--- config.mk ---
export PLATFORM = sky130hd
export DESIGN_NAME = substring_search_first_last
export DESIGN_NICKNAME = d
export VERILOG_FILES = /design/src/hw/rtl/ssfl_pkg.sv /design/src/hw/rtl/substring_search_first_last.sv /design/src/hw/rtl/ssfl_window.sv
export SDC_FILE = /design/constraint.sdc
export NUM_CORES = 2
export LEC_CHECK = 0
export ABC_AREA = 0
export BUFFER_PORTS_ARGS = -buffer_cell sky130_fd_sc_hd__buf_2
export CAP_MARGIN = 20
export CELL_PAD_IN_SITES_DETAIL_PLACEMENT = 1
export CELL_PAD_IN_SITES_GLOBAL_PLACEMENT = 2
export CORE_MARGIN = 4
export CORE_UTILIZATION = 43
export CTS_CLUSTER_SIZE = 16
export DETAILED_ROUTE_END_ITERATION = 10
export GPL_TIMING_DRIVEN = 0
export PLACE_DENSITY = 0.9
export SKIP_LAST_GASP = 1
export SYNTH_ARGS = -nofsm -noshare
export SYNTH_HDL_FRONTEND = slang
export SYNTH_SLANG_ARGS = --single-unit
--- constraint.sdc ---
create_clock -name clk -period 13.9 [get_ports clk]
set_input_delay 0.695 -clock clk [delete_from_list [all_inputs] [get_ports clk]]
set_output_delay 0.695 -clock clk [all_outputs]
set_load 0.05 [all_outputs]
--- src/hw/rtl/ssfl_pkg.sv ---
`default_nettype none

package ssfl_pkg;

  localparam int BYTE_W        = 8;
  localparam int CFG_INDEX_W   = 3;
  localparam int CFG_DATA_W    = 64;
  localparam int LENGTH_W      = 6;
  localparam int PATTERN_WORDS = 4;
  localparam int PATTERN_BYTES = 32;
  localparam int PATTERN_W     = PATTERN_BYTES * BYTE_W;
  localparam int RESULT_OFS_W  = 32;
  // Wide enough for any byte index up to the largest pattern (32 bytes).
  localparam int WIDE_IDX_W    = 7;

  typedef enum logic [CFG_INDEX_W-1:0] {
    REG_SEARCH_MODE    = 3'd0,
    REG_PATTERN_LENGTH = 3'd1,
    REG_PATTERN_0_7    = 3'd2,
    REG_PATTERN_8_15   = 3'd3,
    REG_PATTERN_16_23  = 3'd4,
    REG_PATTERN_24_31  = 3'd5
  } cfg_reg_t;

endpackage

`default_nettype wire

--- src/hw/rtl/substring_search_first_last.sv ---
`default_nettype none

// Channel  Handshake              Payload
// in       in_valid / in_ready    text_byte, final_byte
// out      out_valid / out_ready  match_found, match_offset
// cfg      cfg_valid / cfg_ready  cfg_index, cfg_data
//
// One byte per cycle while results are taken: an input register feeds the window
// compare, whose result lands in the output register as the byte leaves the input
// register. The output register is refilled in the cycle it is read, so stalls
// cost nothing while out_ready stays high. A result held by out_ready low keeps
// the input register full, so in_ready drops until that result is taken.
// rst clears all control state and the configuration; the window needs no clearing.
module substring_search_first_last
  import ssfl_pkg::*;
#(
  parameter int MAX_PATTERN = 32,
  parameter int OFFSET_BITS = 32
) (
  input  wire logic                    clk,
  input  wire logic                    rst,
  input  wire logic                    in_valid,
  output logic                         in_ready,
  input  wire logic [BYTE_W-1:0]       text_byte,
  input  wire logic                    final_byte,
  output logic                         out_valid,
  input  wire logic                    out_ready,
  output logic                         match_found,
  output logic [RESULT_OFS_W-1:0]      match_offset,
  input  wire logic                    cfg_valid,
  output logic                         cfg_ready,
  input  wire logic [CFG_INDEX_W-1:0]  cfg_index,
  input  wire logic [CFG_DATA_W-1:0]   cfg_data
);

  localparam int LEN_W = $clog2(MAX_PATTERN + 1);

  logic                  search_mode;
  logic [LENGTH_W-1:0]   pattern_length;
  logic [CFG_DATA_W-1:0] pattern_word [PATTERN_WORDS];
  logic [PATTERN_W-1:0]  pattern;
  logic [LEN_W-1:0]      len;

  logic                  s1_valid;
  logic [BYTE_W-1:0]     s1_byte;
  logic                  s1_final;
  logic                  s1_go;

  logic [OFFSET_BITS-1:0] bytes_seen;
  logic                   have_match;
  logic [OFFSET_BITS-1:0] best_offset;
  logic                   already_reported;

  logic                   bytes_equal;
  logic [OFFSET_BITS-1:0] seen_next;
  logic [OFFSET_BITS-1:0] start_ofs;
  logic                   hit;
  logic                   have_match_next;
  logic [OFFSET_BITS-1:0] best_offset_next;
  logic                   fwd_emit;
  logic                   emit;
  logic                   found_next;
  logic [OFFSET_BITS-1:0] offset_next;

  assign cfg_ready = 1'b1;
  assign pattern   = {pattern_word[3], pattern_word[2], pattern_word[1], pattern_word[0]};
  assign len = (WIDE_IDX_W'(pattern_length) > WIDE_IDX_W'(MAX_PATTERN))
             ? LEN_W'(MAX_PATTERN) : LEN_W'(pattern_length);

  assign s1_go    = s1_valid && (!out_valid || out_ready);
  assign in_ready = !s1_valid || s1_go;

  ssfl_window #(
    .MAX_PATTERN(MAX_PATTERN)
  ) u_window (
    .clk        (clk),
    .shift_en   (s1_go),
    .text_byte  (s1_byte),
    .len        (len),
    .pattern    (pattern),
    .bytes_equal(bytes_equal)
  );

  always_comb begin
    seen_next = (bytes_seen == '1) ? bytes_seen : bytes_seen + 1'b1;
    start_ofs = seen_next - OFFSET_BITS'(len);
    hit = (len != '0) && (seen_next >= OFFSET_BITS'(len)) && bytes_equal;
    have_match_next  = have_match || hit;
    best_offset_next = hit ? start_ofs : best_offset;

    fwd_emit    = !search_mode && !already_reported && ((len == '0) || hit);
    emit        = 1'b0;
    found_next  = 1'b0;
    offset_next = '0;
    if (fwd_emit) begin
      emit        = 1'b1;
      found_next  = 1'b1;
      offset_next = (len == '0) ? '0 : start_ofs;
    end else if (s1_final) begin
      if (search_mode) begin
        emit = 1'b1;
        if (len == '0) begin
          found_next  = 1'b1;
          offset_next = seen_next;
        end else if (have_match_next) begin
          found_next  = 1'b1;
          offset_next = best_offset_next;
        end
      end else if (!already_reported) begin
        emit = 1'b1;
      end
    end
  end

  always_ff @(posedge clk) begin
    if (rst) begin
      search_mode    <= 1'b0;
      pattern_length <= '0;
      for (int i = 0; i < PATTERN_WORDS; i++) begin
        pattern_word[i] <= '0;
      end
    end else if (cfg_valid && cfg_ready) begin
      unique case (cfg_reg_t'(cfg_index))
        REG_SEARCH_MODE:    search_mode     <= cfg_data[0];
        REG_PATTERN_LENGTH: pattern_length  <= cfg_data[LENGTH_W-1:0];
        REG_PATTERN_0_7:    pattern_word[0] <= cfg_data;
        REG_PATTERN_8_15:   pattern_word[1] <= cfg_data;
        REG_PATTERN_16_23:  pattern_word[2] <= cfg_data;
        REG_PATTERN_24_31:  pattern_word[3] <= cfg_data;
        default: ;
      endcase
    end
  end

  always_ff @(posedge clk) begin
    if (rst) begin
      s1_valid <= 1'b0;
    end else if (in_ready) begin
      s1_valid <= in_valid;
    end
    if (in_ready && in_valid) begin
      s1_byte  <= text_byte;
      s1_final <= final_byte;
    end
  end

  always_ff @(posedge clk) begin
    if (rst) begin
      bytes_seen       <= '0;
      have_match       <= 1'b0;
      best_offset      <= '0;
      already_reported <= 1'b0;
    end else if (s1_go) begin
      if (s1_final) begin
        bytes_seen       <= '0;
        have_match       <= 1'b0;
        best_offset      <= '0;
        already_reported <= 1'b0;
      end else begin
        bytes_seen       <= seen_next;
        have_match       <= have_match_next;
        best_offset      <= best_offset_next;
        already_reported <= already_reported || fwd_emit;
      end
    end
  end

  always_ff @(posedge clk) begin
    if (rst) begin
      out_valid <= 1'b0;
    end else if (s1_go && emit) begin
      out_valid <= 1'b1;
    end else if (out_ready) begin
      out_valid <= 1'b0;
    end
    if (s1_go && emit) begin
      match_found  <= found_next;
      match_offset <= RESULT_OFS_W'(offset_next);
    end
  end

endmodule

`default_nettype wire

--- src/hw/rtl/ssfl_window.sv ---
`default_nettype none

// Byte window (entry 0 newest) and a parallel compare of its newest len bytes,
// including the byte being shifted in, against the pattern in reverse order.
module ssfl_window
  import ssfl_pkg::*;
#(
  parameter int MAX_PATTERN = 32
) (
  input  wire logic                               clk,
  input  wire logic                               shift_en,
  input  wire logic [BYTE_W-1:0]                  text_byte,
  input  wire logic [$clog2(MAX_PATTERN+1)-1:0]   len,
  input  wire logic [PATTERN_W-1:0]               pattern,
  output logic                                    bytes_equal
);

  logic [BYTE_W-1:0]     window [MAX_PATTERN];
  logic [BYTE_W-1:0]     cur    [MAX_PATTERN];
  logic [WIDE_IDX_W-1:0] pidx   [MAX_PATTERN];
  logic [BYTE_W-1:0]     pbyte  [MAX_PATTERN];
  logic [MAX_PATTERN-1:0] lane_ok;

  always_comb begin
    cur[0] = text_byte;
    for (int i = 1; i < MAX_PATTERN; i++) begin
      cur[i] = window[i-1];
    end
  end

  // Window contents older than the current haystack never reach the compare,
  // since a lane counts only when at least len bytes have been seen.
  always_ff @(posedge clk) begin
    if (shift_en) begin
      for (int i = 0; i < MAX_PATTERN; i++) begin
        window[i] <= cur[i];
      end
    end
  end

  always_comb begin
    for (int i = 0; i < MAX_PATTERN; i++) begin
      pidx[i] = WIDE_IDX_W'(len) - WIDE_IDX_W'(1) - WIDE_IDX_W'(i);
      if (pidx[i] < WIDE_IDX_W'(PATTERN_BYTES)) begin
        pbyte[i] = pattern[pidx[i][4:0]*BYTE_W +: BYTE_W];
      end else begin
        pbyte[i] = '0;
      end
      lane_ok[i] = (WIDE_IDX_W'(i) >= WIDE_IDX_W'(len)) || (cur[i] == pbyte[i]);
    end
    bytes_equal = &lane_ok;
  end

endmodule

`default_nettype wire

==> results.json <==
{
  "status": "finished, violations left",
  "violations": "DRC, setup timing",
  "start_kind": "flop",
  "grt-ovfl-total": 0,
  "antenna_found_initial": 44,
  "worstPathRequired_ns": 14.30,
  "utilization_pct": 48.82,
  "cts_tree": "yes",
  "cts.clk_slew.worst_paths_ns": 0.06,
  "wire_per_inst_um": 49.12,
  "p_sw_share_pct": 40.84,
  "pwr_density_cell_mw_per_mm2": 112.6,
  "hp-class": "in2reg",
  "synth_cell_types": 107,
  "synth_top_cell_by_area": "edfxtp_1",
  "gp_congestion": 1.239,
  "p_int_w": 0.003919,
  "clkSinkCount": 621,
  "fp.dieH_um": 357.0,
  "switchingPower_w": 0.002706,
  "die_area_mm2": 0.1275,
  "area_growth_pct": 12.27,
  "clkPwrFrac_pct": 30.3,
  "route.antenna.remaining_nets": 0,
  "syn-cell-area_mm2": 0.05238,
  "clk-insertion-delay-late_ns": 0.75,
  "path_class": "reg2reg",
  "cp_slowest_stage_delay_ns": 0.68,
  "avgSynthCellArea_um2": 9.954,
  "finalMaxSlewViolations": 0,
  "num_vias": 57160,
  "final_cells": 7243,
  "fin_skew_ns": 0.05116,
  "max-cap-violations": 0,
  "fmax_mhz": 70.73,
  "grtUsageMet3_pct": 30.82,
  "met2_usage_pct": 72.20,
  "core_mm2": 0.1204,
  "endpoint_kind": "flop",
  "final_nets": 5630,
  "post-route-min-period_ns": 14.14,
  "initial_utilization_pct": 43.49,
  "postSynthCellCount": 5262,
  "vias_per_cell": 7.892,
  "ir_drop_v": 0.0001284,
  "syn_nets": 5362,
  "seq_area_frac_synth_pct": 34.17,
  "yosysMostFrequentCell": "edfxtp_1",
  "htreeDepth": 3,
  "synth_edf_count": 546,
  "io_buffers": 115,
  "numCtsBuffers": 74,
  "clock-root-buffer": "clkbuf_16",
  "drive_above_1_share_pct": 15.94,
  "grt_pass1_wl_mm": 469.5,
  "synth_top_flop_cell": "edfxtp_1",
  "first_iter_violations": 10230,
  "yosys-top-cells-count": "546 x edfxtp_1, 436 x mux2i_1, 350 x nor2_1, 326 x nand2_1, 309 x and2_1",
  "pwr-share-comb_pct": 33.6,
  "setup_viol": 33,
  "wirelength_mm": 355.8,
  "die_x_um": 357.0,
  "rows": 127,
  "dr.pass1.iters": 11,
  "period_share_pct": 101.7,
  "ys.warnings.count": 0,
  "cp_slowest_cell": "buf_2",
  "crit_top_cell": "buf_6",
  "hold_viol": 0,
  "max-slew-margin-rel_pct": 2.905,
  "cts_buffer_depth": 3,
  "remaining_drc_errors": 1,
  "worstMarginPinSlew_ns": 1.443,
  "dpl.hpwl_mm": 283.5,
  "grt_max_degree": 71,
  "synth_top_area_share_pct": 31.30,
  "io_pins": 117,
  "path_max_fanout": 20,
  "grt_pass1_vias": 52980,
  "synth_area_leaders": "edfxtp_1 31%, mux4_2 9.7%, mux2i_1 8.3%, and2_1 3.7%, mux2_2 3.1%",
  "grt.busiest_layer": "met2",
  "power_frac_seq_pct": 36.1,
  "gr-usage-met1_pct": 61.83,
  "async_flop_share_pct": 0,
  "arrival_ns": 14.54,
  "place_inst": 7052,
  "ys_ff_latch": 621,
  "postLayoutSetupSlackWorst_ns": -0.2373,
  "hold_buffers": 0,
  "leakage_nw": 20.91,
  "gr-usage-all-layers_pct": 54.23
}
==> layout by cell type (no fill, tap or decap), types with 91 or more instances in the layout <==
cell / synthesis / layout
a211oi_1: 99 / 98
a21oi_1: 226 / 226
a22oi_1: 91 / 91
and2_1: 309 / 309
buf_2: 78 / 204
clkbuf_1: 235 / 247
edfxtp_1: 546 / 546
mux2_2: 145 / 145
mux2i_1: 436 / 427
mux4_2: 225 / 225
nand2_1: 326 / 326
nand3_1: 148 / 148
nor2_1: 350 / 350
nor3_1: 141 / 136
o21ai_0: 182 / 181
xnor2_1: 109 / 107
==> path summary, 6_finish.rpt <==
check / start / to / slack [ns] / cells past startpoint
max: pattern_length[5] / match_offset[31] / -0.24 / 37
min: text_byte[6] / s1_byte[6] / 0.17 / 1
max reg2reg: pattern_length[5] / match_offset[31] / -0.24 / 37
min reg2reg: u_window.window[1][104] / u_window.window[1][112] / 0.48 / 0
==> power groups by stage <==
stage               clock network (W)  registers (W)  logic, W
global placement                    0        0.00241   0.00196
finish                        0.00201        0.00239   0.00222
floorplan                           0        0.00227   0.00119
global route                  0.00208        0.00236   0.00222
detailed placement                  0        0.00238   0.00203
CTS                           0.00200        0.00235   0.00204
==> state kept, by name (all words and copies together), names as in the netlist, 6 cells and up <==
register	cells
s1_byte	8
bytes_seen	32
best_offset	32
match_offset	32
pattern_word	256
u_window.window	248
pattern_length	6
==> routing by layer <==
layer	vias to the layer above	part of all wire [%]
met2	5356	38
met5	-	0.47
li1	21380	-
met3	1561	16
met4	39	11
met1	28830	34
==> per-stage QoR <==
| step | setup slack (ns) | setup TNS (ns) | hold slack (ns) | total power, W | area [µm²] |
|---|---|---|---|---|---|
| global placement | -5.600 | -371.76 | 0.4310 | 0.004366 | 54970 |
| detailed placement | -2.778 | -194.21 | 0.4605 | 0.004414 | 55940 |
| floorplan | 2.975 | 0 | 0.4244 | 0.003452 | 52380 |
| finish | -0.2373 | -4.209 | 0.1681 | 0.006624 | 58800 |
| CTS | 0.3197 | 0 | 0.1486 | 0.006389 | 58460 |
| global route | -0.01955 | -0.1299 | 0.1568 | 0.006666 | 58740 |
==> layout make-up <==
type	instances	area, µm²
Clock inverter	47	549.3
Clock buffer	90	1922
Inverter	90	340.3
Fill cell	13480	61640
Buffer	396	1815
Timing Repair Buffer	194	1564
Sequential cell	621	17900
Antenna cell	40	100.1
Multi-Input combinational cell	4153	32600
Tap cell	1612	2017
==> kinds of logic after synthesis <==
logic type                 share of synthesized area, %
adders and majority gates                        0.4682
muxes                                             21.40
AOI/OAI and AO/OA                                 17.96
other                                          0.007159
DFF                                               34.17
and+or+nand+nor                                   18.64
buffers and inverters                             4.090
xor gates and xnor gates                          3.273
==> critical path, delay by kind of cell (launching register included) <==
family | cells | cell delay, ns
buffers and inverters | 21 | 7.41
XOR/XNOR | 2 | 0.52
multiplexers | 2 | 1.21
adder cells (fa/ha/maj) | 2 | 0.39
AND/OR/NAND/NOR | 3 | 1.09
AO/OA/AOI/OAI | 7 | 2.39
flip-flops | 1 | 0.67
==> timing repair <==
| item | CTS | global route |
|---|---|---|
| pin swaps | 1 | 0 |
| resized for setup | 11 | 23 |
| setup endpoints to repair | 101 | 79 |
| hold endpoints to repair | 0 | 0 |
| setup buffers | 1 | 1 |
No activity file was read; power rests on OpenSTA's default activity.
